## config.mk

```make
export PLATFORM = sky130hd
export DESIGN_NAME = lrmt_apb
export DESIGN_NICKNAME = d
export VERILOG_FILES = /design/src/design/lrmt_pkg.sv /design/src/design/lrmt_apb.sv
export SDC_FILE = /design/constraint.sdc
export NUM_CORES = 1
export LEC_CHECK = 0
export ABC_AREA = 0
export ABC_CLOCK_PERIOD_IN_PS = 1800
export BUFFER_PORTS_ARGS = -buffer_cell sky130_fd_sc_hd__buf_2
export CAP_MARGIN = 20
export CORE_MARGIN = 2
export CORE_UTILIZATION = 50
export CTS_BUF_LIST = sky130_fd_sc_hd__clkbuf_8
export CTS_CLUSTER_SIZE = 10
export DETAILED_ROUTE_END_ITERATION = 8
export PLACE_DENSITY = 0.9
export SYNTH_ARGS = -nofsm -noshare
export SYNTH_HDL_FRONTEND = slang
export SYNTH_SLANG_ARGS = --single-unit
```

## constraint.sdc

```tcl
create_clock -name clk -period 1.8 [get_ports clk]
set_input_delay 0.36 -clock clk [delete_from_list [all_inputs] [get_ports clk]]
set_output_delay 0.36 -clock clk [all_outputs]
set_load 0.1 [all_outputs]
```

## src/design/lrmt_pkg.sv

```systemverilog
// shared types, constants and helpers of the lazy range-add / range-min tree
`timescale 1ns / 1ps
`default_nettype none
package lrmt_pkg;

    localparam int LEAVES_DEF = 1024;
    localparam int DATA_W     = 32;
    localparam int RANGE_W    = 11;
    localparam int ADDR_W     = 3;

    // command codes
    localparam logic CMD_ADD = 1'b0;
    localparam logic CMD_MIN = 1'b1;

    // register index, taken from paddr[2]
    localparam logic REG_FILL = 1'b0;
    localparam logic REG_CAP  = 1'b1;

    // walk frame phases
    localparam logic [1:0] PH_ENTER = 2'd0;
    localparam logic [1:0] PH_LEFT  = 2'd1;
    localparam logic [1:0] PH_RIGHT = 2'd2;

    typedef enum logic [2:0] {
        ST_CLR,
        ST_IDLE,
        ST_VISIT,
        ST_TOUCH,
        ST_C1,
        ST_C2,
        ST_POST,
        ST_DONE
    } state_t;

    typedef struct packed {
        logic [DATA_W-1:0] fill;
        logic [DATA_W-1:0] cap;
        logic              refill;
    } cfg_t;

    function automatic logic [DATA_W-1:0] smin(logic [DATA_W-1:0] a, logic [DATA_W-1:0] b);
        return ($signed(b) < $signed(a)) ? b : a;
    endfunction

endpackage
`default_nettype wire

```

## src/design/lrmt_apb.sv

```systemverilog
// apb register file: fill value and cap value
`timescale 1ns / 1ps
`default_nettype none
module lrmt_apb
    import lrmt_pkg::*;
(
    input  wire logic              clk,
    input  wire logic              rst_n,
    input  wire logic              psel,
    input  wire logic              penable,
    input  wire logic              pwrite,
    input  wire logic [ADDR_W-1:0] paddr,
    input  wire logic [DATA_W-1:0] pwdata,
    output logic      [DATA_W-1:0] prdata,
    output logic                   pready,
    output cfg_t                   cfg
);

    logic [DATA_W-1:0] fill_reg;
    logic [DATA_W-1:0] cap_reg;
    logic              wr;

    assign wr     = psel && penable && pwrite;
    assign pready = 1'b1;

    // register writes
    always_ff @(posedge clk or negedge rst_n)
    begin
        if (!rst_n)
        begin
            fill_reg <= '0;
            cap_reg  <= 32'h7FFF_FFFF;
        end
        else if (wr)
        begin
            if (paddr[2] == REG_FILL)
            begin
                fill_reg <= pwdata;
            end
            else
            begin
                cap_reg <= pwdata;
            end
        end
    end

    // read back
    assign prdata = (paddr[2] == REG_CAP) ? cap_reg : fill_reg;

    assign cfg.fill   = fill_reg;
    assign cfg.cap    = cap_reg;
    assign cfg.refill = wr && (paddr[2] == REG_FILL);

endmodule
`default_nettype wire

```

## Word level (Yosys, flattened, before mapping)

Cells that the tools add are included.

- Register bits after elaboration: 64
- Output and inout bits: 98
- Logic and storage cells: 9

- Bitwise gates (word level): 1
- Reductions and logical operators: 5
- Multiplexer cells: 1

Operators with widths:

| kind | count |
|---|---|
| two-way mux 32 bit | 1 |
| AND reduction 2 bit | 2 |
| logical AND 1 bit | 3 |
| inverter 1 bit | 1 |

## Longest topological paths before layout

Gate-level depths: netlist of the first run.

- Depth in word-level cells: 3
- Mapped depth: 4

## Worst setup path before layout of the first run

Ideal clock, no wire load.

- Path type: flip-flop to output port
- Start point: reg fill_reg[0]
- End point: out prdata[0]
- Cell stages (with the launch flop): 2
- Arrival time: 1568 ps
- Required time: 1440 ps
- Buffers on the path: 0
- Path slack: -128 ps
- Cell sequence: dfrtp_1 -> mux2_2

- Longest elaborated chain between the ends: 1

Ends and longest elaborated chain:

| what | RTL line | source |
|---|---|---|
| from (decl) | lrmt_apb.sv:19 | `logic [DATA_W-1:0] fill_reg;` |
| from (signal assigned) | lrmt_apb.sv:38 | `fill_reg <= pwdata;` |
| two-way mux 32 bit | lrmt_apb.sv:48 | `assign prdata = (paddr[2] == REG_CAP) ? cap_reg : fill_reg;` |
| to (decl) | lrmt_apb.sv:14 | `output logic [DATA_W-1:0] prdata,` |

Every way passes these cells.

## Worst setup path after layout of the first run

- Start point: reg cap_reg[21]
- End point: out cfg[22] (netlist name)

RTL lines:

| what | RTL line | source |
|---|---|---|
| from (decl) | lrmt_apb.sv:20 | `logic [DATA_W-1:0] cap_reg;` |
| from (signal assigned) | lrmt_apb.sv:42 | `cap_reg <= pwdata;` |
| to (decl) | lrmt_apb.sv:16 | `output cfg_t cfg` |

No word-level cell between the ends.

==> metrics.txt, run 1 <==
run status=complete, no violations; WL/cell=18.8 µm; simple-gate share of the synthesized area=0.0123; max-slew violation count=0; Synth area leader=dfrtp_1; crit path from=cap_reg[21]$_DFFE_PN1P_; Iter 0 DRT Violations=60; syn_nets=215; Req. time, crit path=1440 ps; vias in the first global route=2216; Area Overhead vs Synth=55.7%; Die X=80.8 µm; Via density=5.18; Die Footprint=6530 µm²; Critical-path top delay cell=dfstp_2; cell row count=27; Post-CTS Setup Inserts=0; count of cell types in the netlist=12; # IOs=138; CTS sink count=64; non-filler cells, final=395; Synth area leaders=dfrtp_1 28%, dfstp_2 28%, mux2_2 25%; Reg2Reg Depth=1; Synth Area in Compound Gates=0; #FFs+latches synth=64; die height=80.8 µm; Synth Area in XOR/XNOR=0; final count of hold timing violations=0; GR peak layer=met2; layout cell share with drive strength beyond 1=0.991; syn avg cell area=16.9 µm²; clock root buffer=clkbuf_8; clock tree from TritonCTS=done; RSZ-0062 raised after global routing=no; grt total ovfl=0; number of fill cells in the layout=318; Nets=358; Seq/Total Area, Yosys=0.556; Final HPWL DP=5560 µm; Max clock buf depth=2; Hold Crit Class=primary input to async pin; Final Util=0.819; Post-DRT Antenna Nets=0; Max Fanout on Critical Path=3; met1 Use GR=0.260; hold buffers post-CTS=0; R2R Setup Slk=980 ps; Levels on crit path=1; adder-cell share of the synthesized area=0; endpoint class of the critical path=output pin; CP Capture Point=cfg[22]; Tmin final=1680 ps; met2 Use GR=0.449; cell family with most CP delay=flip-flops; total core area=5610 µm²; Syn Inst Count=175; Worst EP arrival=1320 ps; Sum Neg Setup Slack=0 ps; Inst Count DP=379; worst flop-to-flop path startpoint=fill_reg[27]$_DFFE_PN0P_; clk slew on worst S/H paths=70 ps; Ant. Diodes=0; final setup vio count=0; final worst path period share=0.935; Post-Route WL=7430 µm; main combinational cell family by area after synthesis=multiplexers; Worst-Skew Late Latency=330 ps; H-Tree Depth=3; initial antenna violation count=0; Inserted Clock Buffers=9; mux cell area share after synthesis=0.403; grt met3 use=0.0778; Syn Std Cell Area=2950 µm²; first-pass detailed-route iteration total=4; Max Clk Rate=594 MHz; CP Launch Type=flip-flop; Post-CTS Resized=0; YS warnings=0; first-pass GRT wire length=11600 µm; GPL Wtd Cong=0.734; pin count of the biggest net entering global routing=65; Initial Util=0.526; routed via count=2045; CP Cell Sequence=buf_2; Synth top area share=0.280; Global Route Usage Sum=0.244; Clock Skews=0 ps; number of port buffers=134; CP bufs+invs=1; Max Cap Viol=0; critical path class=flip-flop to output pin; crit-path max cell delay=550 ps; drt drc=0; RR Endpoint=fill_reg[27]$_DFFE_PN0P_
## logic make-up (layout without fill, tap and decap cells)
| logic type | count (synthesis) | count (layout) |
|---|---|---|
| multiplexers | 96 | 96 |
| flip-flops | 64 | 64 |
| buffers and inverters | 12 | 160 |
| AND/OR/NAND/NOR | 2 | 2 |
| other | 1 | 1 |
## layout make-up
class / count / area, µm² / share of cell area
flip-flops and latches: 64 / 1680 / 0.366
multi-input cells: 99 / 1340 / 0.291
repair buffers: 143 / 1280 / 0.279
clock buffers: 9 / 124 / 0.0270
well taps: 72 / 90.1 / 0.0196
clock inverters: 7 / 72.6 / 0.0158
inverters: 1 / 7.51 / 0.00163
## stage by stage
stage | area [µm²] | hold WS (ps) | setup WS, ps
3_3_place_gp | 4400 | 392 | 174
3_5_place_dp | 4400 | 395 | 157
2_1_floorplan | 3100 | 64.4 | -3.49
5_1_grt | 4590 | 25.9 | 72.4
6_report | 4590 | 17.0 | 117
4_1_cts | 4590 | 22.0 | 96.4
## cells in the final DEF, fill, tap and decap left out
cell type	instances
clkinvlp_4	3
mux2_4	57
clkinv_2	2
clkbuf_8	9
nand4_2	1
mux2_1	2
buf_4	5
conb_1	1
nand4b_4	1
buf_12	37
dfrtp_2	33
bufinv_16	1
dfstp_2	31
mux2_2	37
buf_2	101
clkinv_4	2
## cell usage after synthesis
master / instances
mux2_2: 65
nand4b_4: 1
mux2_1: 2
buf_6: 3
nand4_2: 1
dfrtp_1: 33
conb_1: 1
buf_4: 1
mux2_4: 29
dfstp_2: 31
inv_1: 1
buf_2: 7
## metal layers
layer	vias up	share of wire	wire [µm]
met5	-	0	0
met2	90	0.56	4170
li1	909	-	-
met4	0	0.013	100
met3	6	0.067	495
met1	1040	0.36	2670
## how the worst min path moves through the flow
stage          slack, ps  startpoint                       end
2_1_floorplan         60       rst_n   cap_reg[31]$_DFFE_PN0P_
3_3_place_gp         390       rst_n  fill_reg[27]$_DFFE_PN0P_
3_5_place_dp         400       rst_n  fill_reg[27]$_DFFE_PN0P_
4_1_cts               20       rst_n  fill_reg[27]$_DFFE_PN0P_
5_1_grt               30       rst_n  fill_reg[27]$_DFFE_PN0P_
6_report              20       rst_n  fill_reg[27]$_DFFE_PN0P_
Power of run 1 is left out: the tool's default activity adds up to more than one toggle a clock period on the data nets, which glitch-free logic cannot reach.
==> run 2: changes to the inputs <==
--- a/constraint.sdc
+++ b/constraint.sdc
@@ -3,2 +3,2 @@
 set_output_delay 0.36 -clock clk [all_outputs]
-set_load 0.1 [all_outputs]
+set_load 0.005 [all_outputs]
==> metrics.txt, run 2 (synthesis gave the netlist of run 1 again) <==
crit path from=paddr[2] (was cap_reg[21]$_DFFE_PN1P_); Sum Neg Setup Slack=0 ps (unchanged); Post-CTS Resized=0 (unchanged); Critical-path top delay cell=mux2_2 (was dfstp_2); Worst EP arrival=1230 ps (was 1320 ps); Iter 0 DRT Violations=46 (was 60); crit-path max cell delay=350 ps (was 550 ps); PwrDens=1170 nW/µm²; total core area=5610 µm² (unchanged); sequential share of power=0.459; first-pass detailed-route iteration total=4 (unchanged); GPL Wtd Cong=0.723 (was 0.734); commonest non-fill, non-tap cell in the layout=buf_2 (unchanged); Crit path top cell by count=buf_2; Max Fanout on Critical Path=25 (was 3); RSZ-0062 raised after global routing=no (unchanged); RR Endpoint=fill_reg[9]$_DFFE_PN0P_ (was fill_reg[27]$_DFFE_PN0P_); final count of hold timing violations=0 (unchanged); Post-Route WL=6750 µm (was 7430 µm); cell row count=27 (unchanged); internal power=0.00339 W; # IOs=138 (unchanged); CP Launch Type=primary input (was flip-flop); CP Cell Sequence=buf_2, buf_12, mux2_2, buf_2 (was buf_2); Post-CTS Setup Inserts=0 (unchanged); WL/cell=17.1 µm (was 18.8 µm); Levels on crit path=4 (was 1); R2R Setup Slk=1000 ps (was 980 ps); Initial Util=0.526 (unchanged); Inserted Clock Buffers=9 (unchanged); Req. time, crit path=1440 ps (about the same); number of port buffers=134 (unchanged); Sw Share=0.265; Reg2Reg Depth=1 (unchanged); first-pass GRT wire length=10200 µm (was 11600 µm); routed via count=1996 (was 2045); Ant. Diodes=0 (unchanged); layout cell share with drive strength beyond 1=0.879 (was 0.991); Area Overhead vs Synth=33.5% (was 55.7%); grt total ovfl=0 (unchanged); Max Cap Viol=0 (unchanged); Nets=358 (unchanged); CP bufs+invs=3 (was 1); endpoint class of the critical path=output pin (unchanged); final setup vio count=0 (unchanged); Comb power frac=0.277; max-slew violation count=0 (unchanged); drt drc=0 (unchanged); cell leakage power=2.04 nW; clock share of power=0.264; hold buffers post-CTS=0 (unchanged); die height=80.8 µm (unchanged); Max IR drop VDD=0.632 mV; CP Capture Point=prdata[2] (was cfg[22]); Psw=0.00122 W; Hold Crit Class=primary input to async pin (unchanged); clk slew on worst S/H paths=70 ps (about the same); commonest non-fill, non-tap cells in the layout=134 x buf_2, 65 x mux2_2, 33 x dfrtp_1, 31 x dfstp_2, 29 x mux2_4 (was 101 x buf_2, 57 x mux2_4, 37 x mux2_2, 37 x buf_12, 33 x dfrtp_2); Max Clk Rate=631 MHz (was 594 MHz); Die X=80.8 µm (unchanged); vias in the first global route=2098 (was 2216); Hold Slack=23.5 ps (was 17.0 ps); Post-DRT Antenna Nets=0 (unchanged); Inst Count DP=379 (unchanged); H-Tree Depth=3 (unchanged); Max clock buf depth=2 (unchanged); CTS sink count=64 (unchanged); non-filler cells, final=395 (unchanged); Global Route Usage Sum=0.212 (was 0.244); Die Footprint=6530 µm² (unchanged); number of fill cells in the layout=408 (was 318); clock root buffer=clkbuf_8 (unchanged); initial antenna violation count=0 (unchanged); pin count of the biggest net entering global routing=65 (unchanged); Tmin final=1590 ps (was 1680 ps); final worst path period share=0.881 (was 0.935); Final HPWL DP=5010 µm (was 5560 µm); Via density=5.05 (was 5.18); clock tree from TritonCTS=done (unchanged); Clock Skews=0 ps (unchanged); run status=complete, no violations (unchanged); critical path class=primary input to output pin (was flip-flop to output pin); Worst-Skew Late Latency=320 ps (was 330 ps); Final Util=0.702 (was 0.819); worst flop-to-flop path startpoint=fill_reg[9]$_DFFE_PN0P_ (was fill_reg[27]$_DFFE_PN0P_); cell family with most CP delay=buffers and inverters (was flip-flops)
[run 2: layer usage]
layer | wire (µm) | up-vias | global-route usage
met2 | 3650 | 69 | 0.385
met5 | 0 | - | 0
met1 | 2630 | 994 | 0.241
met4 | 138 | 0 | 0.0932
li1 | - | 921 | -
met3 | 329 | 12 | 0.0422
[run 2: layout make-up]
class | count | area [µm²] | share of cell area
multi-input combinational | 99 | 1230 | 0.312
timing repair buffer | 143 | 776 | 0.197
tap | 72 | 90.1 | 0.0229
sequential | 64 | 1640 | 0.416
clock buffer | 11 | 151 | 0.0384
inverter | 1 | 3.75 | 0.000953
clock inverter | 5 | 47.5 | 0.0121
[run 2: power groups by stage]
stage	clock network [W]	logic, W	registers, W
after CTS	0.00126	0.00130	0.00212
after global routing	0.00132	0.00139	0.00216
after floorplan	0	0.000612	0.00212
after global placement	0	0.00124	0.00210
after detailed placement	0	0.00130	0.00214
final	0.00122	0.00128	0.00211
[run 2: how the worst min path moves through the flow]
stage          cells past startpoint   from                        to
2_1_floorplan                      0  rst_n   cap_reg[31]$_DFFE_PN0P_
3_3_place_gp                       2  rst_n  fill_reg[30]$_DFFE_PN0P_
3_5_place_dp                       2  rst_n  fill_reg[30]$_DFFE_PN0P_
4_1_cts                            2  rst_n  fill_reg[30]$_DFFE_PN0P_
5_1_grt                            2  rst_n   fill_reg[4]$_DFFE_PN0P_
6_report                           2  rst_n   cap_reg[31]$_DFFE_PN0P_
[run 2: stage by stage]
| stage | power [W] | worst slack (ps) | cell area, µm² |
|---|---|---|---|
| finish | 0.00461 | 214 | 3940 |
| detailed placement | 0.00343 | 149 | 3740 |
| CTS | 0.00468 | 220 | 3940 |
| global placement | 0.00335 | 199 | 3740 |
| floorplan | 0.00273 | 370 | 2950 |
| global route | 0.00487 | 185 | 3940 |
(Power assumes the default switching activity.)
==> run 3: changes to the inputs <==
- CORE_ASPECT_RATIO: not set -> 1.1
==> metrics.txt, run 3 (synthesis gave the netlist of run 1 again) <==
Max clock buf depth=2 (unchanged); vias in the first global route=2051 (was 2098); # IOs=138 (unchanged); Max Cap Viol=0 (unchanged); clock root buffer=clkbuf_8 (unchanged); Worst EP arrival=1200 ps (was 1230 ps); placed cell area=3750 µm² (was 3740 µm²); final count of hold timing violations=0 (unchanged); Post-CTS Resized=0 (unchanged); RSZ-0062 raised after global routing=no (unchanged); hold buffers post-CTS=0 (unchanged); commonest non-fill, non-tap cell in the layout=buf_2 (unchanged); crit path from=paddr[2] (unchanged); die height=84.6 µm (was 80.8 µm); Initial Util=0.515 (was 0.526); WL/cell=15.5 µm (was 17.1 µm); Max Fanout on Critical Path=16 (was 25); Area Overhead vs Synth=34.2% (was 33.5%); CP Launch Type=primary input (unchanged); Die Footprint=6530 µm² (about the same); cell leakage power=2.04 nW (about the same); PwrDens=1170 nW/µm² (about the same); pin count of the biggest net entering global routing=65 (unchanged); Post-DRT Antenna Nets=0 (unchanged); worst flop-to-flop path startpoint=fill_reg[27]$_DFFE_PN0P_ (was fill_reg[9]$_DFFE_PN0P_); Req. time, crit path=1440 ps (about the same); Ant. Diodes=0 (unchanged); Max IR drop VDD=0.811 mV (was 0.632 mV); Nets=357 (was 358); Post-Route WL=6190 µm (was 6750 µm); H-Tree Depth=3 (unchanged); drt drc=0 (unchanged); Via density=4.90 (was 5.05); final worst path period share=0.869 (was 0.881); post-route cell area=3960 µm² (was 3940 µm²); max-slew violation count=0 (unchanged); number of port buffers=134 (unchanged); Sum Neg Setup Slack=0 ps (unchanged); layout cell share with drive strength beyond 1=0.882 (was 0.879); Global Route Usage Sum=0.194 (was 0.212); Die X=77.2 µm (was 80.8 µm); grt total ovfl=0 (unchanged); clk slew on worst S/H paths=80 ps (was 70 ps); R2R Setup Slk=1010 ps (was 1000 ps); Tmin final=1560 ps (was 1590 ps); Inserted Clock Buffers=9 (unchanged); endpoint class of the critical path=output pin (unchanged); Reg2Reg Depth=1 (unchanged); routed via count=1956 (was 1996); run status=complete, no violations (unchanged); Worst-Skew Late Latency=310 ps (was 320 ps); first-pass GRT wire length=10000 µm (was 10200 µm); initial antenna violation count=0 (unchanged); clock tree from TritonCTS=done (unchanged); Post-CTS Setup Inserts=0 (unchanged); final setup vio count=0 (unchanged); first-pass detailed-route iteration total=4 (unchanged); Clock Skews=0 ps (unchanged); total core area=5730 µm² (was 5610 µm²); CTS sink count=64 (unchanged); Max Clk Rate=639 MHz (was 631 MHz); commonest non-fill, non-tap cells in the layout=134 x buf_2, 65 x mux2_2, 33 x dfrtp_1, 31 x dfstp_2, 29 x mux2_4 (unchanged); Final HPWL DP=4470 µm (was 5010 µm); Hold Crit Class=primary input to async pin (unchanged); cell row count=29 (was 27); Iter 0 DRT Violations=63 (was 46); GPL Wtd Cong=0.743 (was 0.723); critical path class=primary input to output pin (unchanged)
==> run 3: changes by cell type in the layout (fill, tap and decap cells not counted) <==
cell / before / now
buf_12: 3 / 4
buf_4: 6 / 4
clkbuf_8: 11 / 12
inv_1: 3 / 2
==> run 3: layer usage <==
layer / up-vias / GRT usage / routed length [µm] / part of all wire
met4: 0 / 0.0731 / 74 / 0.012
met1: 951 / 0.244 / 2670 / 0.43
met2: 88 / 0.326 / 3080 / 0.50
met3: 9 / 0.0430 / 361 / 0.058
li1: 908 / - / - / -
met5: - / 0 / 0 / 0
==> run 3: final cells by class <==
cell class	instances	area [µm²]
fillers	430	1770
flip-flops and latches	64	1640
multi-input cells	99	1230
repair buffers	142	781
clock buffers	12	165
well taps	77	96.3
clock inverters	4	43.8
inverters	1	3.75
==> run 3: final timing paths <==
| kind | to |
|---|---|
| worst max register to register | fill_reg[27]$_DFFE_PN0P_ |
| worst min register to register | fill_reg[31]$_DFFE_PN0P_ |
| worst max-delay path | prdata[5] |
| min in group clk | cap_reg[5]$_DFFE_PN1P_ |
| max in group asynchronous | cap_reg[11]$_DFFE_PN1P_ |
| worst min-delay path | fill_reg[1]$_DFFE_PN0P_ |
==> run 3: worst max-delay path, cell delays in order <==
cell and delay, ps:
buf_2 180, buf_12 180, mux2_2 340, buf_2 130
==> run 3: power breakdown <==
part           total, W  switching (W)  internal, W  leakage [nW]
logic           0.00126       0.000446     0.000817          1.20
clock network   0.00126       0.000516     0.000744         0.114
registers       0.00211       0.000239      0.00187         0.722
==> run 3: through the flow <==
| step | utilization | cells | hold WS (ps) | total power, W | setup slack [ps] |
|---|---|---|---|---|---|
| finish | 0.691 | 399 | 40.5 | 0.00463 | 236 |
| global route | 0.691 | 399 | 48.7 | 0.00489 | 216 |
| CTS | 0.691 | 399 | 37.8 | 0.00470 | 239 |
| detailed placement | 0.654 | 383 | 401 | 0.00341 | 232 |
| global placement | 0.654 | 383 | 394 | 0.00335 | 258 |
| floorplan | - | 175 | 64.4 | 0.00273 | 370 |
